$ cat src/sv/tsr_pkg.sv
// Package with the shared types, constants and widths of the triangle span rasterizer.
`default_nettype none
package tsr_pkg;
   localparam int COORD_BITS_DEFAULT = 12;

   typedef enum logic [3:0] {
      ST_IDLE,
      ST_SORT0,
      ST_SORT1,
      ST_SORT2,
      ST_DIV_START,
      ST_DIV_RUN,
      ST_SETUP,
      ST_EMIT,
      ST_WALK1,
      ST_WALK2,
      ST_DONE
   } state_type;

   typedef enum logic [1:0] {
      PH_IDLE  = 2'd0,
      PH_FIRST = 2'd1,
      PH_FINAL = 2'd2
   } phase_type;

   typedef enum logic [1:0] {
      PART_FLAT_BOTTOM,
      PART_FLAT_TOP,
      PART_SPLIT_FIRST,
      PART_SPLIT_SECOND
   } part_type;

   typedef struct packed {
      logic     capture;
      logic     sort_ab;
      logic     sort_ac;
      logic     sort_bc;
      logic     div_start;
      logic     setup;
      part_type part;
      logic     emit;
      logic     walk1;
      logic     walk2;
      logic     clear_out;
   } cmd_type;

   typedef struct packed {
      logic flat_bottom;
      logic flat_top;
      logic div_busy;
      logic part_end;
      logic synced;
   } status_type;
endpackage
`default_nettype wire

$ cat src/sv/tsr_if.sv
// Valid/ready channel interfaces for the request and response transfers.
`default_nettype none
interface tsr_req_if #(parameter int COORD_BITS = 12);
   logic valid;
   logic ready;
   logic mode;
   logic signed [COORD_BITS-1:0] vertex_a_x;
   logic signed [COORD_BITS-1:0] vertex_a_y;
   logic signed [COORD_BITS-1:0] vertex_b_x;
   logic signed [COORD_BITS-1:0] vertex_b_y;
   logic signed [COORD_BITS-1:0] vertex_c_x;
   logic signed [COORD_BITS-1:0] vertex_c_y;
   modport source (output valid, mode, vertex_a_x, vertex_a_y, vertex_b_x, vertex_b_y,
                   vertex_c_x, vertex_c_y, input ready);
   modport sink (input valid, mode, vertex_a_x, vertex_a_y, vertex_b_x, vertex_b_y,
                 vertex_c_x, vertex_c_y, output ready);
endinterface

interface tsr_rsp_if #(parameter int COORD_BITS = 12);
   logic valid;
   logic ready;
   logic signed [COORD_BITS-1:0] span_y;
   logic signed [COORD_BITS-1:0] span_x_start;
   logic signed [COORD_BITS-1:0] span_x_end;
   logic span_valid;
   logic span_last;
   modport source (output valid, span_y, span_x_start, span_x_end, span_valid, span_last,
                   input ready);
   modport sink (input valid, span_y, span_x_start, span_x_end, span_valid, span_last,
                 output ready);
endinterface
`default_nettype wire

$ cat src/sv/tsr_divider.sv
// Restoring signed divider that truncates toward zero, one quotient bit per cycle.
`default_nettype none
module tsr_divider #(
   parameter int NUM_BITS = 26,
   parameter int DEN_BITS = 13
) (
   input  wire                        clock,
   input  wire                        reset,
   input  wire                        start,
   input  wire signed [NUM_BITS-1:0]  numerator,
   input  wire signed [DEN_BITS-1:0]  denominator,
   output logic                       busy,
   output logic signed [NUM_BITS-1:0] quotient
);
   localparam int CW = $clog2(NUM_BITS + 1);

   logic [NUM_BITS-1:0] quo_ff, quo_in;
   logic [DEN_BITS:0]   rem_ff, rem_in;
   logic [DEN_BITS-1:0] den_ff, den_in;
   logic [CW-1:0]       cnt_ff, cnt_in;
   logic                neg_ff, neg_in;
   logic                busy_ff, busy_in;
   logic [DEN_BITS:0]   trial;

   always_comb begin
      quo_in  = quo_ff;
      rem_in  = rem_ff;
      den_in  = den_ff;
      cnt_in  = cnt_ff;
      neg_in  = neg_ff;
      busy_in = busy_ff;
      trial   = {rem_ff[DEN_BITS-1:0], quo_ff[NUM_BITS-1]};
      if (start) begin
         quo_in  = numerator[NUM_BITS-1] ? NUM_BITS'(-numerator) : NUM_BITS'(numerator);
         den_in  = denominator[DEN_BITS-1] ? DEN_BITS'(-denominator)
                                           : DEN_BITS'(denominator);
         rem_in  = '0;
         cnt_in  = CW'(NUM_BITS);
         neg_in  = numerator[NUM_BITS-1] ^ denominator[DEN_BITS-1];
         busy_in = 1'b1;
      end else if (busy_ff) begin
         if (trial >= {1'b0, den_ff}) begin
            rem_in = trial - {1'b0, den_ff};
            quo_in = {quo_ff[NUM_BITS-2:0], 1'b1};
         end else begin
            rem_in = trial;
            quo_in = {quo_ff[NUM_BITS-2:0], 1'b0};
         end
         cnt_in = cnt_ff - 1'b1;
         if (cnt_ff == CW'(1)) begin
            busy_in = 1'b0;
         end
      end
   end

   always_ff @(posedge clock) begin
      quo_ff <= quo_in;
      rem_ff <= rem_in;
      den_ff <= den_in;
      cnt_ff <= cnt_in;
      neg_ff <= neg_in;
      if (reset) begin
         busy_ff <= 1'b0;
      end else begin
         busy_ff <= busy_in;
      end
   end

   assign busy     = busy_ff;
   assign quotient = neg_ff ? -$signed(quo_ff) : $signed(quo_ff);
endmodule
`default_nettype wire

$ cat src/sv/tsr_datapath.sv
// Datapath: vertex sort, split point, edge setup and Bresenham edge walks.
`default_nettype none
module tsr_datapath #(
   parameter int COORD_BITS = tsr_pkg::COORD_BITS_DEFAULT
) (
   input  wire                           clock,
   input  wire                           reset,
   input  tsr_pkg::cmd_type              cmd,
   output tsr_pkg::status_type           status,
   input  wire signed [COORD_BITS-1:0]   in_ax,
   input  wire signed [COORD_BITS-1:0]   in_ay,
   input  wire signed [COORD_BITS-1:0]   in_bx,
   input  wire signed [COORD_BITS-1:0]   in_by,
   input  wire signed [COORD_BITS-1:0]   in_cx,
   input  wire signed [COORD_BITS-1:0]   in_cy,
   output logic signed [COORD_BITS-1:0]  out_y,
   output logic signed [COORD_BITS-1:0]  out_xs,
   output logic signed [COORD_BITS-1:0]  out_xe
);
   import tsr_pkg::*;

   localparam int W  = COORD_BITS;
   localparam int DW = COORD_BITS + 1;
   localparam int EW = COORD_BITS + 3;
   localparam int NW = 2 * COORD_BITS + 2;

   logic signed [W-1:0] v_ff [6];
   logic signed [W-1:0] v_in [6];
   logic signed [W-1:0] split_ff;
   logic signed [W-1:0] p1x_ff, p1y_ff, p2x_ff, p2y_ff;
   logic signed [W-1:0] p1x_in, p1y_in, p2x_in, p2y_in;
   logic [DW-1:0] maj1_ff, mnr1_ff, maj2_ff, mnr2_ff;
   logic [DW-1:0] maj1_in, mnr1_in, maj2_in, mnr2_in;
   logic signed [EW-1:0] e1_ff, e2_ff, e1_in, e2_in;
   logic signed [1:0] sx1_ff, sy1_ff, sx2_ff, sy2_ff;
   logic signed [1:0] sx1_in, sy1_in, sx2_in, sy2_in;
   logic sw1_ff, sw2_ff, sw1_in, sw2_in;
   logic [DW-1:0] cnt_ff, cnt_in;

   logic signed [W-1:0] ax, ay, bx, by, cx, cy;
   logic signed [DW-1:0] d1x, d1y, d2x, d2y;
   logic [DW-1:0] a1x, a1y, a2x, a2y;
   logic signed [DW-1:0] den;
   logic signed [NW-1:0] num;
   logic signed [NW-1:0] quo;
   logic div_busy;

   function automatic logic signed [1:0] sgn(input logic signed [DW-1:0] d);
      sgn = (d > 0) ? 2'sd1 : ((d < 0) ? -2'sd1 : 2'sd0);
   endfunction

   assign den = DW'(v_ff[5]) - DW'(v_ff[1]);
   assign num = NW'(v_ff[0]) * NW'(den)
              + NW'(DW'(v_ff[3]) - DW'(v_ff[1])) * NW'(DW'(v_ff[4]) - DW'(v_ff[0]));

   tsr_divider #(.NUM_BITS(NW), .DEN_BITS(DW)) u_div (
      .clock       (clock),
      .reset       (reset),
      .start       (cmd.div_start),
      .numerator   (num),
      .denominator (den),
      .busy        (div_busy),
      .quotient    (quo)
   );

   always_comb begin
      case (cmd.part)
         PART_FLAT_TOP: begin
            ax = v_ff[4]; ay = v_ff[5]; bx = v_ff[0]; by = v_ff[1]; cx = v_ff[2]; cy = v_ff[3];
         end
         PART_SPLIT_FIRST: begin
            ax = v_ff[0]; ay = v_ff[1]; bx = v_ff[2]; by = v_ff[3]; cx = quo[W-1:0];
            cy = v_ff[3];
         end
         PART_SPLIT_SECOND: begin
            ax = v_ff[4]; ay = v_ff[5]; bx = v_ff[2]; by = v_ff[3]; cx = split_ff; cy = v_ff[3];
         end
         default: begin
            ax = v_ff[0]; ay = v_ff[1]; bx = v_ff[2]; by = v_ff[3]; cx = v_ff[4]; cy = v_ff[5];
         end
      endcase
      d1x = DW'(bx) - DW'(ax);
      d1y = DW'(by) - DW'(ay);
      d2x = DW'(cx) - DW'(ax);
      d2y = DW'(cy) - DW'(ay);
      a1x = d1x[DW-1] ? DW'(-d1x) : DW'(d1x);
      a1y = d1y[DW-1] ? DW'(-d1y) : DW'(d1y);
      a2x = d2x[DW-1] ? DW'(-d2x) : DW'(d2x);
      a2y = d2y[DW-1] ? DW'(-d2y) : DW'(d2y);
   end

   always_comb begin
      for (int i = 0; i < 6; i++) begin
         v_in[i] = v_ff[i];
      end
      p1x_in = p1x_ff; p1y_in = p1y_ff; p2x_in = p2x_ff; p2y_in = p2y_ff;
      maj1_in = maj1_ff; mnr1_in = mnr1_ff; maj2_in = maj2_ff; mnr2_in = mnr2_ff;
      e1_in = e1_ff; e2_in = e2_ff;
      sx1_in = sx1_ff; sy1_in = sy1_ff; sx2_in = sx2_ff; sy2_in = sy2_ff;
      sw1_in = sw1_ff; sw2_in = sw2_ff;
      cnt_in = cnt_ff;
      if (cmd.capture) begin
         v_in[0] = in_ax; v_in[1] = in_ay; v_in[2] = in_bx;
         v_in[3] = in_by; v_in[4] = in_cx; v_in[5] = in_cy;
      end else if (cmd.sort_ab && v_ff[1] > v_ff[3]) begin
         v_in[0] = v_ff[2]; v_in[1] = v_ff[3]; v_in[2] = v_ff[0]; v_in[3] = v_ff[1];
      end else if (cmd.sort_ac && v_ff[1] > v_ff[5]) begin
         v_in[0] = v_ff[4]; v_in[1] = v_ff[5]; v_in[4] = v_ff[0]; v_in[5] = v_ff[1];
      end else if (cmd.sort_bc && v_ff[3] > v_ff[5]) begin
         v_in[2] = v_ff[4]; v_in[3] = v_ff[5]; v_in[4] = v_ff[2]; v_in[5] = v_ff[3];
      end
      if (cmd.setup) begin
         p1x_in = ax; p1y_in = ay; p2x_in = ax; p2y_in = ay;
         sw1_in = a1y > a1x;
         maj1_in = sw1_in ? a1y : a1x;
         mnr1_in = sw1_in ? a1x : a1y;
         sw2_in = a2y > a2x;
         maj2_in = sw2_in ? a2y : a2x;
         mnr2_in = sw2_in ? a2x : a2y;
         e1_in = EW'({mnr1_in, 1'b0}) - EW'(maj1_in);
         e2_in = EW'({mnr2_in, 1'b0}) - EW'(maj2_in);
         sx1_in = sgn(d1x); sy1_in = sgn(d1y);
         sx2_in = sgn(d2x); sy2_in = sgn(d2y);
         cnt_in = '0;
      end
      if (cmd.walk1) begin
         e1_in = e1_ff + EW'({mnr1_ff, 1'b0});
         if (!e1_ff[EW-1]) begin
            e1_in = e1_in - EW'({maj1_ff, 1'b0});
            if (sw1_ff) begin
               p1x_in = p1x_ff + W'(sx1_ff);
            end else begin
               p1y_in = p1y_ff + W'(sy1_ff);
            end
         end
         if (sw1_ff) begin
            p1y_in = p1y_in + W'(sy1_ff);
         end else begin
            p1x_in = p1x_in + W'(sx1_ff);
         end
         cnt_in = cnt_ff + 1'b1;
      end
      if (cmd.walk2) begin
         e2_in = e2_ff + EW'({mnr2_ff, 1'b0});
         if (!e2_ff[EW-1]) begin
            e2_in = e2_in - EW'({maj2_ff, 1'b0});
            if (sw2_ff) begin
               p2x_in = p2x_ff + W'(sx2_ff);
            end else begin
               p2y_in = p2y_ff + W'(sy2_ff);
            end
         end
         if (sw2_ff) begin
            p2y_in = p2y_in + W'(sy2_ff);
         end else begin
            p2x_in = p2x_in + W'(sx2_ff);
         end
      end
   end

   always_ff @(posedge clock) begin
      if (reset) begin
         for (int i = 0; i < 6; i++) begin
            v_ff[i] <= '0;
         end
         split_ff <= '0;
         p1x_ff <= '0; p1y_ff <= '0; p2x_ff <= '0; p2y_ff <= '0;
         maj1_ff <= '0; mnr1_ff <= '0; maj2_ff <= '0; mnr2_ff <= '0;
         e1_ff <= '0; e2_ff <= '0;
         sx1_ff <= '0; sy1_ff <= '0; sx2_ff <= '0; sy2_ff <= '0;
         sw1_ff <= 1'b0; sw2_ff <= 1'b0;
         cnt_ff <= '0;
      end else begin
         for (int i = 0; i < 6; i++) begin
            v_ff[i] <= v_in[i];
         end
         if (cmd.capture) begin
            split_ff <= '0;
         end else if (cmd.setup && cmd.part == PART_SPLIT_FIRST) begin
            split_ff <= quo[W-1:0];
         end
         p1x_ff <= p1x_in; p1y_ff <= p1y_in; p2x_ff <= p2x_in; p2y_ff <= p2y_in;
         maj1_ff <= maj1_in; mnr1_ff <= mnr1_in; maj2_ff <= maj2_in; mnr2_ff <= mnr2_in;
         e1_ff <= e1_in; e2_ff <= e2_in;
         sx1_ff <= sx1_in; sy1_ff <= sy1_in; sx2_ff <= sx2_in; sy2_ff <= sy2_in;
         sw1_ff <= sw1_in; sw2_ff <= sw2_in;
         cnt_ff <= cnt_in;
      end
   end

   assign status.flat_bottom = (v_ff[3] == v_ff[5]);
   assign status.flat_top    = (v_ff[1] == v_ff[3]);
   assign status.div_busy    = div_busy;
   assign status.part_end    = (cnt_ff >= maj1_ff);
   assign status.synced      = (p2y_ff == p1y_ff);
   assign out_y  = p1y_ff;
   assign out_xs = p1x_ff;
   assign out_xe = p2x_ff;
endmodule
`default_nettype wire

$ cat src/sv/tsr_controller.sv
// Controller state machine that sequences load, setup, span output and edge walks.
`default_nettype none
module tsr_controller (
   input  wire                  clock,
   input  wire                  reset,
   input  wire                  req_valid,
   input  wire                  req_mode,
   output logic                 req_ready,
   output logic                 rsp_load,
   input  wire                  rsp_free,
   output logic                 rsp_span,
   output logic                 rsp_last,
   output tsr_pkg::cmd_type     cmd,
   input  tsr_pkg::status_type  status
);
   import tsr_pkg::*;

   state_type state_ff, state_in;
   phase_type phase_ff, phase_in;
   part_type  part_ff, part_in;

   always_ff @(posedge clock) begin
      if (reset) begin
         state_ff <= ST_IDLE;
         phase_ff <= PH_IDLE;
         part_ff  <= PART_FLAT_BOTTOM;
      end else begin
         state_ff <= state_in;
         phase_ff <= phase_in;
         part_ff  <= part_in;
      end
   end

   always_comb begin
      state_in  = state_ff;
      phase_in  = phase_ff;
      part_in   = part_ff;
      cmd       = '0;
      cmd.part  = part_ff;
      req_ready = 1'b0;
      rsp_load  = 1'b0;
      rsp_span  = 1'b0;
      rsp_last  = (phase_ff == PH_FINAL) && status.part_end;
      case (state_ff)
         ST_IDLE: begin
            req_ready = rsp_free;
            if (req_valid && rsp_free) begin
               if (!req_mode) begin
                  cmd.capture = 1'b1;
                  rsp_load    = 1'b1;
                  phase_in    = PH_IDLE;
                  state_in    = ST_SORT0;
               end else if (phase_ff == PH_IDLE) begin
                  rsp_load = 1'b1;
               end else begin
                  rsp_span = 1'b1;
                  state_in = ST_EMIT;
               end
            end
         end
         ST_SORT0: begin
            cmd.sort_ab = 1'b1;
            state_in    = ST_SORT1;
         end
         ST_SORT1: begin
            cmd.sort_ac = 1'b1;
            state_in    = ST_SORT2;
         end
         ST_SORT2: begin
            cmd.sort_bc = 1'b1;
            state_in    = ST_DIV_START;
         end
         ST_DIV_START: begin
            if (status.flat_bottom) begin
               part_in  = PART_FLAT_BOTTOM;
               phase_in = PH_FINAL;
               state_in = ST_SETUP;
            end else if (status.flat_top) begin
               part_in  = PART_FLAT_TOP;
               phase_in = PH_FINAL;
               state_in = ST_SETUP;
            end else begin
               cmd.div_start = 1'b1;
               part_in  = PART_SPLIT_FIRST;
               phase_in = PH_FIRST;
               state_in = ST_DIV_RUN;
            end
         end
         ST_DIV_RUN: begin
            if (!status.div_busy) begin
               state_in = ST_SETUP;
            end
         end
         ST_SETUP: begin
            cmd.setup = 1'b1;
            state_in  = ST_IDLE;
         end
         ST_EMIT: begin
            if (status.part_end) begin
               if (phase_ff == PH_FIRST) begin
                  part_in  = PART_SPLIT_SECOND;
                  phase_in = PH_FINAL;
                  state_in = ST_SETUP;
               end else begin
                  phase_in = PH_IDLE;
                  state_in = ST_IDLE;
               end
            end else begin
               cmd.walk1 = 1'b1;
               state_in  = ST_WALK2;
            end
         end
         ST_WALK2: begin
            if (status.synced) begin
               state_in = ST_IDLE;
            end else begin
               cmd.walk2 = 1'b1;
            end
         end
         default: begin
            state_in = ST_IDLE;
         end
      endcase
   end
endmodule
`default_nettype wire

$ cat src/sv/triangle_span_rasterizer_core.sv
// Top level of the triangle span rasterizer: controller, datapath and response register.
// A load passes through the sort, divide-start and setup states, with the split divide
// when no side is flat, before the next request is taken; a span step passes through
// emit, an edge-one step and edge-two steps until both edges share a row; the response
// register holds a result while the next request is processed. Reset (synchronous,
// active high) idles the block and clears the datapath, divider busy and output valid.
`default_nettype none
module triangle_span_rasterizer_core #(
   parameter int COORD_BITS = tsr_pkg::COORD_BITS_DEFAULT
) (
   input wire         clock,
   input wire         reset,
   tsr_req_if.sink    req,
   tsr_rsp_if.source  rsp
);
   import tsr_pkg::*;

   cmd_type    cmd;
   status_type status;
   logic rsp_load, rsp_span, rsp_last, req_ready;
   logic signed [COORD_BITS-1:0] dp_y, dp_xs, dp_xe;
   logic valid_ff;
   logic signed [COORD_BITS-1:0] y_ff, xs_ff, xe_ff;
   logic span_ff, last_ff;
   logic rsp_free;

   assign rsp_free  = !valid_ff || rsp.ready;
   assign req.ready = req_ready;

   tsr_controller u_ctrl (
      .clock     (clock),
      .reset     (reset),
      .req_valid (req.valid),
      .req_mode  (req.mode),
      .req_ready (req_ready),
      .rsp_load  (rsp_load),
      .rsp_free  (rsp_free),
      .rsp_span  (rsp_span),
      .rsp_last  (rsp_last),
      .cmd       (cmd),
      .status    (status)
   );

   tsr_datapath #(.COORD_BITS(COORD_BITS)) u_dp (
      .clock  (clock),
      .reset  (reset),
      .cmd    (cmd),
      .status (status),
      .in_ax  (req.vertex_a_x),
      .in_ay  (req.vertex_a_y),
      .in_bx  (req.vertex_b_x),
      .in_by  (req.vertex_b_y),
      .in_cx  (req.vertex_c_x),
      .in_cy  (req.vertex_c_y),
      .out_y  (dp_y),
      .out_xs (dp_xs),
      .out_xe (dp_xe)
   );

   always_ff @(posedge clock) begin
      if (reset) begin
         valid_ff <= 1'b0;
      end else if (rsp_load || rsp_span) begin
         valid_ff <= 1'b1;
      end else if (rsp.ready) begin
         valid_ff <= 1'b0;
      end
      if (rsp_span) begin
         y_ff <= dp_y; xs_ff <= dp_xs; xe_ff <= dp_xe;
         span_ff <= 1'b1; last_ff <= rsp_last;
      end else if (rsp_load) begin
         y_ff <= '0; xs_ff <= '0; xe_ff <= '0;
         span_ff <= 1'b0; last_ff <= 1'b0;
      end
   end

   assign rsp.valid        = valid_ff;
   assign rsp.span_y       = y_ff;
   assign rsp.span_x_start = xs_ff;
   assign rsp.span_x_end   = xe_ff;
   assign rsp.span_valid   = span_ff;
   assign rsp.span_last    = last_ff;
endmodule
`default_nettype wire

$ cat src/flat_wrapper.sv
// flat-port wrapper written by rule: the top's interface ports become plain ports
module triangle_span_rasterizer_core_flat import tsr_pkg::*;
#(
   parameter int COORD_BITS = tsr_pkg::COORD_BITS_DEFAULT
)
  (clock, reset, req_valid, req_mode, req_vertex_a_x, req_vertex_a_y, req_vertex_b_x, req_vertex_b_y, req_vertex_c_x, req_vertex_c_y, req_ready, rsp_valid, rsp_span_y, rsp_span_x_start, rsp_span_x_end, rsp_span_valid, rsp_span_last, rsp_ready);
  tsr_req_if #(.COORD_BITS(COORD_BITS)) req_i ();
  tsr_rsp_if #(.COORD_BITS(COORD_BITS)) rsp_i ();
  input wire clock;
  input wire reset;
  input wire logic [$bits(req_i.valid)-1:0] req_valid;
  input wire logic [$bits(req_i.mode)-1:0] req_mode;
  input wire logic [$bits(req_i.vertex_a_x)-1:0] req_vertex_a_x;
  input wire logic [$bits(req_i.vertex_a_y)-1:0] req_vertex_a_y;
  input wire logic [$bits(req_i.vertex_b_x)-1:0] req_vertex_b_x;
  input wire logic [$bits(req_i.vertex_b_y)-1:0] req_vertex_b_y;
  input wire logic [$bits(req_i.vertex_c_x)-1:0] req_vertex_c_x;
  input wire logic [$bits(req_i.vertex_c_y)-1:0] req_vertex_c_y;
  output wire logic [$bits(req_i.ready)-1:0] req_ready;
  output wire logic [$bits(rsp_i.valid)-1:0] rsp_valid;
  output wire logic [$bits(rsp_i.span_y)-1:0] rsp_span_y;
  output wire logic [$bits(rsp_i.span_x_start)-1:0] rsp_span_x_start;
  output wire logic [$bits(rsp_i.span_x_end)-1:0] rsp_span_x_end;
  output wire logic [$bits(rsp_i.span_valid)-1:0] rsp_span_valid;
  output wire logic [$bits(rsp_i.span_last)-1:0] rsp_span_last;
  input wire logic [$bits(rsp_i.ready)-1:0] rsp_ready;
  assign req_i.valid = req_valid;
  assign req_i.mode = req_mode;
  assign req_i.vertex_a_x = req_vertex_a_x;
  assign req_i.vertex_a_y = req_vertex_a_y;
  assign req_i.vertex_b_x = req_vertex_b_x;
  assign req_i.vertex_b_y = req_vertex_b_y;
  assign req_i.vertex_c_x = req_vertex_c_x;
  assign req_i.vertex_c_y = req_vertex_c_y;
  assign req_ready = req_i.ready;
  assign rsp_valid = rsp_i.valid;
  assign rsp_span_y = rsp_i.span_y;
  assign rsp_span_x_start = rsp_i.span_x_start;
  assign rsp_span_x_end = rsp_i.span_x_end;
  assign rsp_span_valid = rsp_i.span_valid;
  assign rsp_span_last = rsp_i.span_last;
  assign rsp_i.ready = rsp_ready;
  triangle_span_rasterizer_core #(.COORD_BITS(COORD_BITS)) u_core (.clock(clock), .reset(reset), .req(req_i), .rsp(rsp_i));
endmodule
$ cat config.mk
export PLATFORM = sky130hd
export DESIGN_NAME = triangle_span_rasterizer_core_flat
export DESIGN_NICKNAME = d
export VERILOG_FILES = /design/src/sv/tsr_pkg.sv /design/src/sv/tsr_if.sv /design/src/sv/tsr_divider.sv /design/src/sv/tsr_datapath.sv /design/src/sv/tsr_controller.sv /design/src/sv/triangle_span_rasterizer_core.sv /design/src/flat_wrapper.sv
export SDC_FILE = /design/constraint.sdc
export NUM_CORES = 2
export LEC_CHECK = 0
export ABC_AREA = 1
export BUFFER_PORTS_ARGS = -buffer_cell sky130_fd_sc_hd__clkbuf_2
export CORE_MARGIN = 1
export CORE_UTILIZATION = 49
export DETAILED_ROUTE_END_ITERATION = 10
export PLACE_DENSITY = 0.7
export SETUP_SLACK_MARGIN = 0.1
export SYNTH_ARGS = -nofsm -noshare
export SYNTH_HDL_FRONTEND = slang
export SYNTH_HIERARCHICAL = 1
export SYNTH_SLANG_ARGS = --single-unit
$ cat constraint.sdc
create_clock -name clock -period 14.9 [get_ports clock]
set_input_delay 0.745 -clock clock [delete_from_list [all_inputs] [get_ports clock]]
set_output_delay 0.745 -clock clock [all_outputs]
set_load 0.03 [all_outputs]
==> impl_metrics.tcl <==
set metrics [dict create \
    status "complete, no violations" \
    maxSlewHeadroom 0.0914 \
    totalWireLength_um 149000 \
    grt_max_degree 79 \
    tightest_slew_ns 1.35 \
    cp-start-kind "register" \
    hpwl_um 119000 \
    grt_util_all_layers 0.303 \
    start_util 0.495 \
    drtIter0Drc 4442 \
    cp.required_ns 15.23 \
    r2r-end "u_core/u_dp/u_div/quo_ff[14]$_DFFE_PP_" \
    setup_viol 0 \
    slew_violations 0 \
    cts_buffer_depth 3 \
    h-tree-depth 2 \
    via_per_inst 5.52 \
    finalWorstSetupSlack_ns 4.95 \
    grt_pass1_wl_um 234000 \
    syn_avg_cell_area_um2 6.79 \
    fin_crit_sh 0.668 \
    clk_latency_ns 0.62 \
    place_congestion 0.989 \
    crit_path_end_kind "register" \
    grt_pass1_vias 42700 \
    crit_type "reg2reg" \
    grt_remaining_overflow 0 \
    worstPathMaxFanout 25 \
    max_clock_freq_ghz 0.101 \
    final_util 0.528 \
    r2r_setup_slack_ns 4.95 \
    firstDrtPassIters 6 \
    cts_sinks 341 \
    rsz0062_at_grt "no" \
    hold_viol 0 \
    place.port_buffers 116 \
    synthCells 6922 \
    io_pins 117 \
    ff2ff_path_depth 38 \
    cts.clk_slew.worst_paths_ns 0.09 \
    fin_tns_setup_ns 0 \
    period_minus_slack_ns 9.95 \
    slowest_delay_ns 0.78 \
    syn_area_um2 47000 \
    wl_per_cell_um 18.1 \
    worstReg2RegStart "u_core/u_dp/v_ff[0][36]$_SDFFE_PP0P_" \
    min_path_type "in2reg" \
    core_area_um2 95000 \
    holdWs_ns 0.406 \
    die_h_um 312 \
    crit_top_cell "fa_1" \
    vias 45500 \
    drc 0 \
    ys_warn_count 6 \
    holdBufCountCts 0 \
    maxCapViolations 0 \
    crit_path_top_delay_cell "nor2_1" \
    die_x_um 312 \
    crit_arrival_ns 10.28 \
    dp_slack_ns 5.09 \
    fillers 9408 \
    antenna_found_initial 5 \
    startpoint "u_core/u_dp/v_ff[0][36]$_SDFFE_PP0P_" \
    cts-root-buf "clkbuf_16" \
    synthToLayoutAreaGrowth_pct 6.73 \
    fin_worst_skew_ns 0.0452 \
    rows 113 \
    cts_buffers 43 \
    syn-num-nets 7796 \
    layout.nets 7803 \
    cts_tree "yes" \
    hp-start "req_vertex_a_x[9]" \
    cts_resized 0 \
    layout-drive-gt1-share 0.0669 \
    crit_end "u_core/u_dp/u_div/quo_ff[14]$_DFFE_PP_" \
    postCtsSetupBuffers 0 \
    ant_nets 0 \
    dieArea_um2 97100 \
]
==> sequential cells by signal, indices dropped and copies added, names as in the netlist, 13 cells and up <==
register and cells:
u_core/u_dp/v_ff 72, u_core/u_dp/u_div/quo_ff 26, u_core/u_dp/e1_ff 14, u_core/u_dp/e2_ff 14, u_core/u_dp/cnt_ff 13, u_core/u_dp/maj1_ff 13
u_core/u_dp/maj2_ff 13, u_core/u_dp/mnr1_ff 13, u_core/u_dp/mnr2_ff 13, u_core/u_dp/u_div/den_ff 13, u_core/u_dp/u_div/rem_ff 13
==> per-stage QoR <==
step | instances | cell area [um2]
finish | 8230 | 50200
global route | 8228 | 50100
CTS | 8228 | 50100
detailed placement | 8149 | 48700
global placement | 8149 | 48700
floorplan | 6922 | 47000
==> cell type report <==
| class | count | area (um2) | area share |
|---|---|---|---|
| Antenna cell | 2 | 5.00 | 0.0000998 |
| Clock inverter | 27 | 309 | 0.00616 |
| Inverter | 1207 | 4540 | 0.0905 |
| Multi-Input combinational cell | 5163 | 34000 | 0.677 |
| Clock buffer | 52 | 1150 | 0.0229 |
| Sequential cell | 341 | 7600 | 0.151 |
| Tap cell | 1265 | 1580 | 0.0316 |
| Timing Repair Buffer | 173 | 1010 | 0.0202 |
==> worst max-delay path: cells and delay by family (launching register included) <==
kind | cells | cell delay (ns)
compound gates | 5 | 0.63
xor+xnor | 2 | 0.22
fa+ha+maj | 10 | 4.53
buf+inv | 8 | 1.10
flops | 1 | 0.38
simple gates | 13 | 2.78
==> layer usage <==
| metal | wire, um | share of wire | global-route usage | vias to the layer above |
|---|---|---|---|---|
| met5 | 41 | 0.00028 | 0 | - |
| li1 | - | - | - | 22100 |
| met1 | 65500 | 0.44 | 0.429 | 21200 |
| met4 | 4300 | 0.029 | 0.0891 | 6 |
| met3 | 15200 | 0.10 | 0.0617 | 238 |
| met2 | 63900 | 0.43 | 0.463 | 1941 |
==> cells in the final DEF (no fill, tap or decap), drive strengths merged, types with 2 or more instances in the layout <==
master,count
xnor2,73
nand2,1688
diode,2
o211ai,62
a22oi,3
nand4,85
o21bai,41
a221oi,9
clkbuf,167
bufinv,5
dfxtp,264
xor2,134
nor4,6
o221ai,5
fa,385
a31o,3
nand3,377
nor3,39
a211oi,15
ha,412
and2,10
a21oi,437
a21boi,4
clkinvlp,7
o22ai,29
o31ai,6
o21a,10
o311a,2
or2,74
a31oi,50
inv,1203
clkinv,19
a21o,18
o21ai,475
o2111ai,18
nand3b,18
edfxtp,77
nor2,667
buf,58
==> worst min path at each step <==
stage | slack, ns | end | depth (start not counted)
finish | 0.41 | u_core/u_dp/v_ff[0][9]$_SDFFE_PP0P_ | 3
global route | 0.44 | u_core/u_dp/v_ff[0][7]$_SDFFE_PP0P_ | 3
CTS | 0.38 | u_core/u_dp/v_ff[0][9]$_SDFFE_PP0P_ | 3
floorplan | 0.43 | u_core/u_dp/u_div/cnt_ff[4]$_SDFFE_PP1P_ | 2
detailed placement | 0.45 | u_core/u_dp/split_ff[4]$_SDFFE_PP0P_ | 2
global placement | 0.44 | u_core/rsp.span_valid$_SDFFE_PP1P_ | 2
Power is left out: the tool's default activity adds up to more than one toggle a clock period on the data nets, which glitch-free logic cannot reach.
